**config.mk**
```make
export PLATFORM = sky130hd
export DESIGN_NAME = usb_load_switch_power_sequencer
export DESIGN_NICKNAME = d
export VERILOG_FILES = /design/src/hw/rtl/lsps_pkg.sv /design/src/hw/rtl/lsps_step.sv /design/src/hw/rtl/usb_load_switch_power_sequencer.sv
export SDC_FILE = /design/constraint.sdc
export NUM_CORES = 1
export LEC_CHECK = 0
export BUFFER_PORTS_ARGS = -buffer_cell sky130_fd_sc_hd__buf_2
export CORE_MARGIN = 8
export CORE_UTILIZATION = 45
export CTS_CLUSTER_SIZE = 25
export DETAILED_ROUTE_END_ITERATION = 16
export HOLD_SLACK_MARGIN = 0.05
export SLEW_MARGIN = 20
export SYNTH_ARGS = -nofsm -noshare
export SYNTH_HDL_FRONTEND = slang
export SYNTH_HIERARCHICAL = 1
export SYNTH_SLANG_ARGS = --single-unit
```
**constraint.sdc**
```tcl
create_clock -name clk -period 5.1 [get_ports clk]
set_clock_uncertainty 0.1 [all_clocks]
set_input_delay 0.51 -clock clk [delete_from_list [all_inputs] [get_ports clk]]
set_output_delay 0.51 -clock clk [all_outputs]
set_load 0.005 [all_outputs]
```
**src/hw/rtl/lsps_pkg.sv**
```systemverilog
// Shared types, codes and helper functions for the load switch power sequencer.
// No dependencies; used by lsps_step and the top level.
`timescale 1ns / 1ps

package lsps_pkg;

  // Field and register widths
  localparam int unsigned CmdW    = 3;
  localparam int unsigned PulseW  = 16;
  localparam int unsigned CdSecW  = 12;
  localparam int unsigned PauseW  = 16;
  localparam int unsigned ModeW   = 3;
  localparam int unsigned CfgIdxW = 2;
  localparam int unsigned CfgDatW = 16;

  // Countdown elapsed time is kept as whole seconds plus milliseconds
  localparam int unsigned ElSecW = 13;
  localparam int unsigned ElMsW  = 10;

  // Saturation point of the 22-bit millisecond counter, split into sec/ms
  localparam logic [ElSecW-1:0] ElSecMax = ElSecW'(4194);
  localparam logic [ElMsW-1:0]  ElMsMax  = ElMsW'(303);
  localparam logic [ElMsW-1:0]  MsLast   = ElMsW'(999);

  // Register reset values
  localparam logic [PulseW-1:0] PulseRst = PulseW'(2000);
  localparam logic [CdSecW-1:0] CdSecRst = CdSecW'(60);

  // Configuration register indexes
  localparam logic [CfgIdxW-1:0] RegPulse = CfgIdxW'(0);
  localparam logic [CfgIdxW-1:0] RegCdSec = CfgIdxW'(1);

  // Command codes
  typedef enum logic [CmdW-1:0] {
    CMD_TICK     = 3'd0,
    CMD_SET_PWR  = 3'd1,
    CMD_HARD_RST = 3'd2,
    CMD_SET_IGN  = 3'd3,
    CMD_PAUSE    = 3'd4
  } cmd_t;

  // Reported mode codes
  localparam logic [ModeW-1:0] ModeCodeOff  = 3'd0;
  localparam logic [ModeW-1:0] ModeCodeAct  = 3'd1;
  localparam logic [ModeW-1:0] ModeCodeRbt  = 3'd2;
  localparam logic [ModeW-1:0] ModeCodeCd   = 3'd3;
  localparam logic [ModeW-1:0] ModeCodeFlt  = 3'd4;

  // Internal mode state, one-hot
  typedef enum logic [4:0] {
    MODE_OFF    = 5'b00001,
    MODE_ACTIVE = 5'b00010,
    MODE_REBOOT = 5'b00100,
    MODE_CD     = 5'b01000,
    MODE_FAULT  = 5'b10000
  } mode_t;

  // Full sequencer state
  typedef struct packed {
    mode_t              mode;
    logic               enable;
    logic               fault;
    logic               ign_on;
    logic [PulseW-1:0]  reb_el;
    logic [ElSecW-1:0]  cd_sec;
    logic [ElMsW-1:0]   cd_ms;
    logic               pause_act;
    logic [PauseW-1:0]  pause_left;
  } seq_state_t;

  // One result item
  typedef struct packed {
    logic               enable;
    logic [ModeW-1:0]   mode;
    logic               fault;
    logic [CdSecW-1:0]  rem_sec;
  } seq_result_t;

  // Apply a power request; power-on is refused while a fault is latched
  function automatic seq_state_t pwr_request(seq_state_t s, logic on);
    seq_state_t r;
    r = s;
    if (!(on && s.fault)) begin
      r.enable = on;
      r.mode   = on ? MODE_ACTIVE : MODE_OFF;
    end
    return r;
  endfunction

  // Map one-hot mode to its reported code
  function automatic logic [ModeW-1:0] mode_code(mode_t m);
    logic [ModeW-1:0] c;
    case (m)
      MODE_OFF:    c = ModeCodeOff;
      MODE_ACTIVE: c = ModeCodeAct;
      MODE_REBOOT: c = ModeCodeRbt;
      MODE_CD:     c = ModeCodeCd;
      MODE_FAULT:  c = ModeCodeFlt;
      default:     c = ModeCodeOff;
    endcase
    return c;
  endfunction

endpackage

```
**src/hw/rtl/lsps_step.sv**
```systemverilog
// Next-state and result logic for one item of the power sequencer.
// Depends on lsps_pkg; purely combinational.
`timescale 1ns / 1ps

module lsps_step
  import lsps_pkg::*;
(
  input  seq_state_t          cur,
  input  logic [CmdW-1:0]     cmd,
  input  logic                flag,
  input  logic [PauseW-1:0]   pause_ms,
  input  logic                fault_n,
  input  logic [PulseW-1:0]   pulse_ms,
  input  logic [CdSecW-1:0]   cd_total_sec,
  output seq_state_t          nxt,
  output seq_result_t         res
);

  seq_state_t        s;
  logic [ElSecW-1:0] diff;
  logic              cd_sat;

  // Apply the command to the state
  always_comb begin
    s      = cur;
    cd_sat = (cur.cd_sec == ElSecMax) && (cur.cd_ms == ElMsMax);
    case (cmd)
      CMD_TICK: begin
        // advance timers, saturating
        if (s.reb_el != '1) s.reb_el = s.reb_el + PulseW'(1);
        if (!cd_sat) begin
          if (s.cd_ms == MsLast) begin
            s.cd_ms  = '0;
            s.cd_sec = s.cd_sec + ElSecW'(1);
          end else begin
            s.cd_ms = s.cd_ms + ElMsW'(1);
          end
        end
        if (s.pause_act && (s.pause_left != '0)) s.pause_left = s.pause_left - PauseW'(1);
        // sample the overcurrent input
        if (!fault_n && !s.fault) begin
          s.fault  = 1'b1;
          s.mode   = MODE_FAULT;
          s.enable = 1'b0;
        end else if (fault_n && s.fault) begin
          s.fault = 1'b0;
        end
        // finish expired reboot, countdown and pause
        if ((s.mode == MODE_REBOOT) && (s.reb_el >= pulse_ms)) s = pwr_request(s, 1'b1);
        if ((s.mode == MODE_CD) && (s.cd_sec >= {1'b0, cd_total_sec}))
          s = pwr_request(s, 1'b0);
        if (s.pause_act && (s.pause_left == '0)) begin
          s.pause_act = 1'b0;
          if (s.ign_on) s = pwr_request(s, 1'b1);
        end
      end
      CMD_SET_PWR: begin
        s = pwr_request(s, flag);
      end
      CMD_HARD_RST: begin
        s.enable = 1'b0;
        s.mode   = MODE_REBOOT;
        s.reb_el = '0;
      end
      CMD_SET_IGN: begin
        if (flag != s.ign_on) begin
          s.ign_on = flag;
          if (!flag) begin
            s.mode   = MODE_CD;
            s.cd_sec = '0;
            s.cd_ms  = '0;
          end else begin
            s.cd_sec = ElSecMax;
            s.cd_ms  = ElMsMax;
            s        = pwr_request(s, 1'b1);
          end
        end
      end
      CMD_PAUSE: begin
        s.enable     = 1'b0;
        s.pause_act  = 1'b1;
        s.pause_left = pause_ms;
      end
      default: begin
        s = cur;
      end
    endcase
    nxt = s;
  end

  // Build the result: whole seconds left, rounded down
  always_comb begin
    diff        = {1'b0, cd_total_sec} - s.cd_sec;
    res.enable  = s.enable;
    res.mode    = mode_code(s.mode);
    res.fault   = s.fault;
    res.rem_sec = '0;
    if ((s.mode == MODE_CD) && (s.cd_sec < {1'b0, cd_total_sec})) begin
      if (s.cd_ms == '0) res.rem_sec = diff[CdSecW-1:0];
      else               res.rem_sec = diff[CdSecW-1:0] - CdSecW'(1);
    end
  end

endmodule

```
**src/hw/rtl/usb_load_switch_power_sequencer.sv**
```systemverilog
// Top level of the load switch power sequencer: input register, state,
// configuration registers and result register. Depends on lsps_pkg, lsps_step.
//
//   channel | direction | handshake             | payload
//   --------+-----------+-----------------------+-------------------------------------------
//   in_     | into      | in_valid / in_stall   | command, flag, pause_ms, fault_n
//   out_    | out of    | out_valid / out_stall | enable_out, mode, fault_flag, remaining_sec
//   cfg_    | into      | cfg_valid / cfg_ready | cfg_index, cfg_wdata
//
// An accepted item is held in the input register, then passes through the step
// logic into the result register.
// One item is accepted per cycle as long as the result side keeps up.
// in_stall rises only when both the input and result registers hold items and
// out_stall is high. Reset (rst_n low, synchronous) empties both registers and
// returns state to active with the enable on. cfg_ready is always high.
`timescale 1ns / 1ps

module usb_load_switch_power_sequencer
  import lsps_pkg::*;
(
  input  logic                clk,
  input  logic                rst_n,
  // input items
  input  logic                in_valid,
  output logic                in_stall,
  input  logic [CmdW-1:0]     in_command,
  input  logic                in_flag,
  input  logic [PauseW-1:0]   in_pause_ms,
  input  logic                in_fault_n,
  // result items
  output logic                out_valid,
  input  logic                out_stall,
  output logic                out_enable_out,
  output logic [ModeW-1:0]    out_mode,
  output logic                out_fault_flag,
  output logic [CdSecW-1:0]   out_remaining_sec,
  // configuration writes
  input  logic                cfg_valid,
  output logic                cfg_ready,
  input  logic [CfgIdxW-1:0]  cfg_index,
  input  logic [CfgDatW-1:0]  cfg_wdata
);

  localparam seq_state_t StateRst = '{
    mode:       MODE_ACTIVE,
    enable:     1'b1,
    fault:      1'b0,
    ign_on:     1'b1,
    reb_el:     '0,
    cd_sec:     '0,
    cd_ms:      '0,
    pause_act:  1'b0,
    pause_left: '0
  };

  logic                in_valid_r;
  logic [CmdW-1:0]     in_cmd_r;
  logic                in_flag_r;
  logic [PauseW-1:0]   in_pause_r;
  logic                in_fault_n_r;
  logic                out_valid_r;
  seq_result_t         res_r;
  seq_state_t          st_r;
  seq_state_t          st_nxt;
  seq_result_t         res_nxt;
  logic [PulseW-1:0]   pulse_r;
  logic [CdSecW-1:0]   cd_sec_r;
  logic                advance;

  // Move the held item into the result register when that register is free
  assign advance   = in_valid_r && !(out_valid_r && out_stall);
  assign in_stall  = in_valid_r && out_valid_r && out_stall;
  assign cfg_ready = 1'b1;

  // Capture incoming items
  always_ff @(posedge clk) begin
    if (!rst_n) begin
      in_valid_r <= 1'b0;
    end else if (!in_stall) begin
      in_valid_r <= in_valid;
    end
  end

  always_ff @(posedge clk) begin
    if (in_valid && !in_stall) begin
      in_cmd_r     <= in_command;
      in_flag_r    <= in_flag;
      in_pause_r   <= in_pause_ms;
      in_fault_n_r <= in_fault_n;
    end
  end

  // Compute next state and result
  lsps_step u_step (
    .cur          (st_r),
    .cmd          (in_cmd_r),
    .flag         (in_flag_r),
    .pause_ms     (in_pause_r),
    .fault_n      (in_fault_n_r),
    .pulse_ms     (pulse_r),
    .cd_total_sec (cd_sec_r),
    .nxt          (st_nxt),
    .res          (res_nxt)
  );

  // Commit state once per item
  always_ff @(posedge clk) begin
    if (!rst_n) begin
      st_r <= StateRst;
    end else if (advance) begin
      st_r <= st_nxt;
    end
  end

  // Hold or drop the result
  always_ff @(posedge clk) begin
    if (!rst_n) begin
      out_valid_r <= 1'b0;
    end else if (advance) begin
      out_valid_r <= 1'b1;
    end else if (!out_stall) begin
      out_valid_r <= 1'b0;
    end
  end

  always_ff @(posedge clk) begin
    if (advance) begin
      res_r <= res_nxt;
    end
  end

  // Configuration registers
  always_ff @(posedge clk) begin
    if (!rst_n) begin
      pulse_r  <= PulseRst;
      cd_sec_r <= CdSecRst;
    end else if (cfg_valid && cfg_ready) begin
      case (cfg_index)
        RegPulse: pulse_r  <= cfg_wdata[PulseW-1:0];
        RegCdSec: cd_sec_r <= cfg_wdata[CdSecW-1:0];
        default:  ;
      endcase
    end
  end

  assign out_valid         = out_valid_r;
  assign out_enable_out    = res_r.enable;
  assign out_mode          = res_r.mode;
  assign out_fault_flag    = res_r.fault;
  assign out_remaining_sec = res_r.rem_sec;

`ifndef SYNTHESIS
  // A latched fault always keeps the switch off
  a_fault_off: assert property (@(posedge clk) disable iff (!rst_n)
    st_r.fault |-> !st_r.enable)
    else $error("enable high while fault latched");

  // Off, reboot and fault modes never drive the enable
  a_mode_off: assert property (@(posedge clk) disable iff (!rst_n)
    (st_r.mode == MODE_OFF || st_r.mode == MODE_REBOOT || st_r.mode == MODE_FAULT)
    |-> !st_r.enable)
    else $error("enable high in a powered-down mode");

  // Millisecond part of the countdown stays below one second
  a_ms_range: assert property (@(posedge clk) disable iff (!rst_n)
    st_r.cd_ms <= MsLast)
    else $error("countdown millisecond field out of range");

  // Seconds left are reported only in countdown mode
  a_rem_cd: assert property (@(posedge clk) disable iff (!rst_n)
    (out_valid && out_remaining_sec != '0) |-> (out_mode == ModeCodeCd))
    else $error("remaining seconds outside countdown");
`endif

endmodule
```
==> run_results.csv, run 1 <==
group,metric,value,unit
cts,insertion_delay,0.42,ns
placed_design,port_buffers,62,
routing,drcViolationCount,0,
worst_hold_path,min_path_type,"in2reg",
critical_path,cp_top_family,"simple AND/OR/NAND/NOR gates",
critical_path,cp_max_fo,12,
global_route,grtUsageMet1,25.3,%
synth,synth-edff-count,38,
global_route,grt_pass1_wl,41.9,mm
global_route,antenna_found_initial,0,
routing,routed_via_density,5.71,
critical_path,endpoint_kind,"flip-flop",
synth,syn_avg_cell_area,8.13,sq um
placed_design,place_congestion,0.846,
synth,yosys-top-cells-area,"dfxtp_1, edfxtp_1, mux2i_1",
synth,ys_ff_latch,132,
critical_path,crit_path_frequent_cell,"or4_1",
global_route,grt.total_usage,18.7,%
sta,relSlewSlack,37.7,%
floorplan,start_util,46.0,%
critical_path,worstPathCellList,"or4_1, or4_4, or4_1, a2111oi_0, nand4b_1, nor4b_4, o22a_1, nand4b_4, nor3_1",
critical_path,setup.worst_path.class,"reg2reg",
power,power_density,252,nW/um^2
synth,synth_flop_cell,"dfxtp_1",
cts,clock-root-buffer,"clkbuf_16",
cts,htree_levels,4,
synth,syn_area,10000,sq um
routing,vias,8811,
sta,finalSetupTns,0,ns
status,status,"complete, no violations",
sta,hold_slack,0.159,ns
sta,fmax,210,MHz
floorplan,ioPinCount,64,
critical_path,cp_data_arrival_time,4.91,ns
cts,clock_path_buffers,2,
routing,wl,25.5,mm
synth,synth_cell_types,83,
routing,antenna_left,0,
cts,cts_tree,"yes",
cells_and_area,post_layout_nonfiller_instances,1544,
power,combPwrFrac,13.8,%
synth,synth_cells,1234,
floorplan,die_w,165,um
critical_path,cp_num_buf_inv,0,
global_route,grt_use_met3,3.40,%
sta,setup_viol,0,
power,ir_drop,0.000152,V
global_route,grt_pass1_vias,8218,
global_route,grt_max_degree,99,
synth,synth_top_area_cell,"dfxtp_1",
cts,cts_num_sinks,132,
power,cellLeakagePower,4.32,nW
sta,tightest_slew,0.932,ns
sta,period_share,93.4,%
cells_and_area,final_nets,1355,
cts,cts.reportedPaths.clkPinSlew,0.06,ns
power,p_seq_share,40.8,%
cells_and_area,layout_common_cells,"nand2_1, dfxtp_1, mux2i_1",
power,switchingPower,0.000752,W
power,p_int,0.00204,W
global_route,globalRoute.busiestLayer,"met2",
critical_path,start_kind,"flip-flop",
sta,slew_violations,0,
placed_design,place_inst,1512,
cells_and_area,fin_util,50.8,%
synth,ys_seq_area_share,30.1,%
floorplan,core-area,21800,sq um
global_route,use_met2,30.5,%
critical_path,rrSetupSlack,0.34,ns
critical_path,cpPeakStageDelay,0.71,ns
routing,wl_per_cell,16.5,um
cells_and_area,drive_above_1_share,12.3,%
sta,hold_viol,0,
floorplan,fp.dieH,165,um
cts,cts_buffers,17,
cts,hold_buffers,0,
synth,synth_top_area_share,18.8,%
power,swShare,26.9,%
cells_and_area,final_common_cell,"nand2_1",
floorplan,num_rows,54,
placed_design,dp_hpwl,17.8,mm
cells_and_area,syn_to_final_growth,10.6,%
critical_path,required,5.25,ns
critical_path,slowest_stage,"or4_1",
sta,layout_min_cycle_time,4.76,ns
cells_and_area,num_antenna_cells,0,
synth,synth_fp_nets,1338,
routing,drt-pass1-iter-count,5,
synth,synth_warnings,6,
routing,drt-initial-drc-count,578,
synth,synth-async-reset-ratio,0,%
flow_run,max_cap_violations,0,
power,p_clk_share,45.4,%
floorplan,dieArea,27300,sq um
global_route,gr-total-overflow,0,
## routing by layer
metal / vias to the layer above / share of wire (%)
met2: 185 / 46
li1: 4452 / -
met4: 0 / 0.95
met1: 4159 / 49
met3: 15 / 4.0
met5: - / 0
## synthesized netlist by cell type, drive strengths merged, types with 8 or more instances
library cell / n
nand2: 237
dfxtp: 94
mux2i: 90
inv: 75
o21ai: 61
ha: 59
nor2: 51
a21oi: 48
clkbuf: 47
buf: 39
nor3: 39
edfxtp: 38
nand3: 32
xnor2: 27
nand4: 19
nor2b: 17
o211ai: 16
xor2: 16
nor4: 15
a31oi: 14
o31ai: 12
or3: 12
a21o: 10
a22o: 10
and3: 9
o21a: 9
a211oi: 8
a22oi: 8
nand2b: 8
nand4b: 8
or4: 8
## metrics by stage
step           instance area (sq um)  setup slack (ns)  power [W]
3_5_place_dp                   10400             0.170    0.00154
4_1_cts                        11000             0.142    0.00282
5_1_grt                        11100          -0.00848    0.00291
2_1_floorplan                  10000             0.617    0.00145
6_report                       11100             0.337    0.00280
3_3_place_gp                   10400             0.283    0.00154
## final timing paths
path                            start  cells after the start                        endpoint
max reg2reg      st_r[7]$_SDFFE_PN0P_                      9  out_remaining_sec[0]$_DFFE_PP_
max              st_r[7]$_SDFFE_PN0P_                      9  out_remaining_sec[0]$_DFFE_PP_
min reg2reg  pulse_r[12]$_SDFFE_PN0P_                      2        pulse_r[12]$_SDFFE_PN0P_
min                   in_pause_ms[10]                      1        in_pause_r[10]$_DFFE_PP_
## power by group through the flow
stage	Clock [W]	Combinational (W)	Sequential [W]
final	0.00127	0.000385	0.00114
after detailed placement	0	0.000378	0.00116
after CTS	0.00130	0.000381	0.00114
after global routing	0.00134	0.000424	0.00114
after global placement	0	0.000377	0.00116
after floorplan	0	0.000297	0.00115
## final cells by class
cell class	count	area (sq um)
Fill cell	2144	10700
Multi-Input combinational cell	941	6320
Sequential cell	132	3020
Timing Repair Buffer	84	515
Clock buffer	19	443
Tap cell	280	350
Inverter	75	282
Clock inverter	13	158
## timing repair
item,in CTS,in global routing
endpoints found under the hold margin,0,0
setup endpoints to repair,0,13
resized for setup,0,12
setup buffers,0,0
## registers in the layout, summed over array words and instances, names as in the netlist
signal,count
in_fault_n_r,1
out_remaining_sec,12
st_r,64
in_valid_r,1
in_flag_r,1
in_cmd_r,3
cd_sec_r,12
out_mode,3
out_fault_flag,1
out_valid,1
pulse_r,16
in_pause_r,16
out_enable_out,1
## cell families after synthesis
family / share of synthesized area (%)
multiplexers: 9.32
buffers and inverters: 7.61
adder cells (fa/ha/maj): 7.56
XOR/XNOR: 3.98
AO/OA/AOI/OAI: 16.6
AND/OR/NAND/NOR: 24.8
other: 0.0374
flip-flops: 30.1
Note: power is estimated with default switching activity, not from simulation.
==> run 2: changes to the inputs <==
Settings changed: RECOVER_POWER set to 50.
==> run_results.csv, run 2 (synthesis gave the netlist of run 1 again) <==
group,metric,value,unit
status,status,"finished with violations",
status,violations,"capacitance limit, slew limit",
floorplan,num_rows,54,
placed_design,place_inst,1512,
cells_and_area,final_common_cell,"nand2_1",
placed_design,dp_hpwl,17.8,mm
global_route,grt.total_usage,18.7,%
global_route,antenna_found_initial,0,
cts,htree_levels,4,
critical_path,rrSetupSlack,0.34,ns
cts,cts_buffers,17,
cells_and_area,fill_cells,2155,
cts,cts_num_sinks,132,
cells_and_area,drive_above_1_share,11.3,%
cts,clock-root-buffer,"clkbuf_16",
sta,tightest_slew,3.87,ns
routing,drt-pass1-iter-count,5,
routing,wl,25.4,mm
cells_and_area,top_register,"st_r",
sta,layout_min_cycle_time,4.76,ns
cts,cts_setup_buffers,0,
cells_and_area,largest_register_ffs,64,
cts,cts.reportedPaths.clkPinSlew,0.06,ns
global_route,grt_pass1_wl,41.9,mm
critical_path,cp_data_arrival_time,4.92,ns
cts,clock_path_buffers,2,
routing,wl_per_cell,16.5,um
routing,antenna_left,0,
routing,routed_via_density,5.74,
critical_path,required,5.26,ns
sta,relSlewSlack,-158,%
placed_design,placed_cell_area,10400,sq um
floorplan,fp.dieH,165,um
cells_and_area,final_nets,1355,
cells_and_area,post_layout_nonfiller_instances,1544,
sta,finalSetupTns,0,ns
critical_path,setup.worst_path.class,"reg2reg",
power,ir_drop,0.000154,V
cells_and_area,syn_to_final_growth,10.1,%
sta,fmax,210,MHz
flow_run,max_cap_violations,2,
critical_path,r2r-start,"st_r[7]$_SDFFE_PN0P_",
sta,period_share,93.4,%
worst_hold_path,holdCritStartpoint,"in_pause_ms[10]",
cells_and_area,num_antenna_cells,0,
worst_hold_path,whs_path_depth,1,
floorplan,die_w,165,um
cells_and_area,top_regs,"st_r (64), in_pause_r (16), pulse_r (16)",
routing,drt-initial-drc-count,600,
sta,hold_viol,0,
floorplan,start_util,46.0,%
cells_and_area,design_area,11000,sq um
critical_path,start_kind,"flip-flop",
power,power_density,254,nW/um^2
global_route,gr-total-overflow,0,
critical_path,endpoint_kind,"flip-flop",
global_route,grt_max_degree,99,
cells_and_area,layout_common_cells,"nand2_1, dfxtp_1, mux2i_1",
placed_design,place_congestion,0.846,
critical_path,r2r_end,"out_remaining_sec[0]$_DFFE_PP_",
worst_hold_path,hold_path_end,"in_pause_r[10]$_DFFE_PP_",
routing,vias,8863,
worst_hold_path,min_path_type,"in2reg",
sta,hold_slack,0.156,ns
cts,insertion_delay,0.42,ns
power,p_total,0.00280,W
sta,slew_violations,180,
placed_design,port_buffers,62,
critical_path,cp_max_fo,12,
floorplan,dieArea,27300,sq um
routing,drcViolationCount,0,
power,cellLeakagePower,4.28,nW
sta,setup_viol,0,
floorplan,core-area,21800,sq um
global_route,grt_pass1_vias,8218,
floorplan,ioPinCount,64,
cts,cts_tree,"yes",
critical_path,worst_r2r_path_depth,9,
[run 2: repair_timing]
item / CTS / global route
hold buffers: 0 / 0
setup endpoints to repair: 0 / 13
gates resized for setup: 0 / 12
[run 2: stage by stage]
stage,setup WS [ns],utilization [%]
6_report,0.336,50.6
5_1_grt,-0.00848,50.6
4_1_cts,0.142,50.6
3_5_place_dp,0.170,47.8
3_3_place_gp,0.283,47.8
2_1_floorplan,0.617,-
[run 2: worst max-delay path by stage]
stage / start / end
detailed placement: st_r[40]$_SDFFE_PN0P_ / out_remaining_sec[3]$_DFFE_PP_
global placement: st_r[40]$_SDFFE_PN0P_ / out_remaining_sec[0]$_DFFE_PP_
floorplan: st_r[56]$_SDFFE_PN1P_ / out_remaining_sec[11]$_DFFE_PP_
CTS: st_r[40]$_SDFFE_PN0P_ / out_remaining_sec[3]$_DFFE_PP_
finish: st_r[7]$_SDFFE_PN0P_ / out_remaining_sec[0]$_DFFE_PP_
global route: st_r[56]$_SDFFE_PN1P_ / out_remaining_sec[11]$_DFFE_PP_
[run 2: report_power, final]
part | total [W] | switching, W | internal, W
Sequential | 0.00114 | 0.0000273 | 0.00111
Clock | 0.00127 | 0.000492 | 0.000781
Combinational | 0.000388 | 0.000234 | 0.000154
Total | 0.00280 | 0.000754 | 0.00205
[run 2: area by class of cell]
| type | instances | area [sq um] | area share (%) |
|---|---|---|---|
| multi-input cells | 941 | 6310 | 57.1 |
| flip-flops and latches | 132 | 3020 | 27.4 |
| repair buffers | 84 | 482 | 4.36 |
| clock buffers | 19 | 443 | 4.01 |
| well taps | 280 | 350 | 3.17 |
| inverters | 75 | 282 | 2.55 |
| clock inverters | 13 | 158 | 1.43 |
[run 2: metal layers]
layer / global-route usage, % / vias to the layer above / wire length (um)
li1: - / 4449 / -
met1: 25.3 / 4206 / 12300
met2: 30.5 / 194 / 11900
met3: 3.40 / 14 / 1020
met4: 4.46 / 0 / 204
met5: 0 / - / 0
[run 2: worst max-delay path, stage by stage, from the launching register on]
cell	delay, ns
dfxtp_1	0.40
or4_1	0.71
or4_4	0.51
or4_1	0.51
a2111oi_0	0.53
nand4b_1	0.26
nor4b_4	0.62
o22a_1	0.36
nand4b_4	0.31
nor3_1	0.28
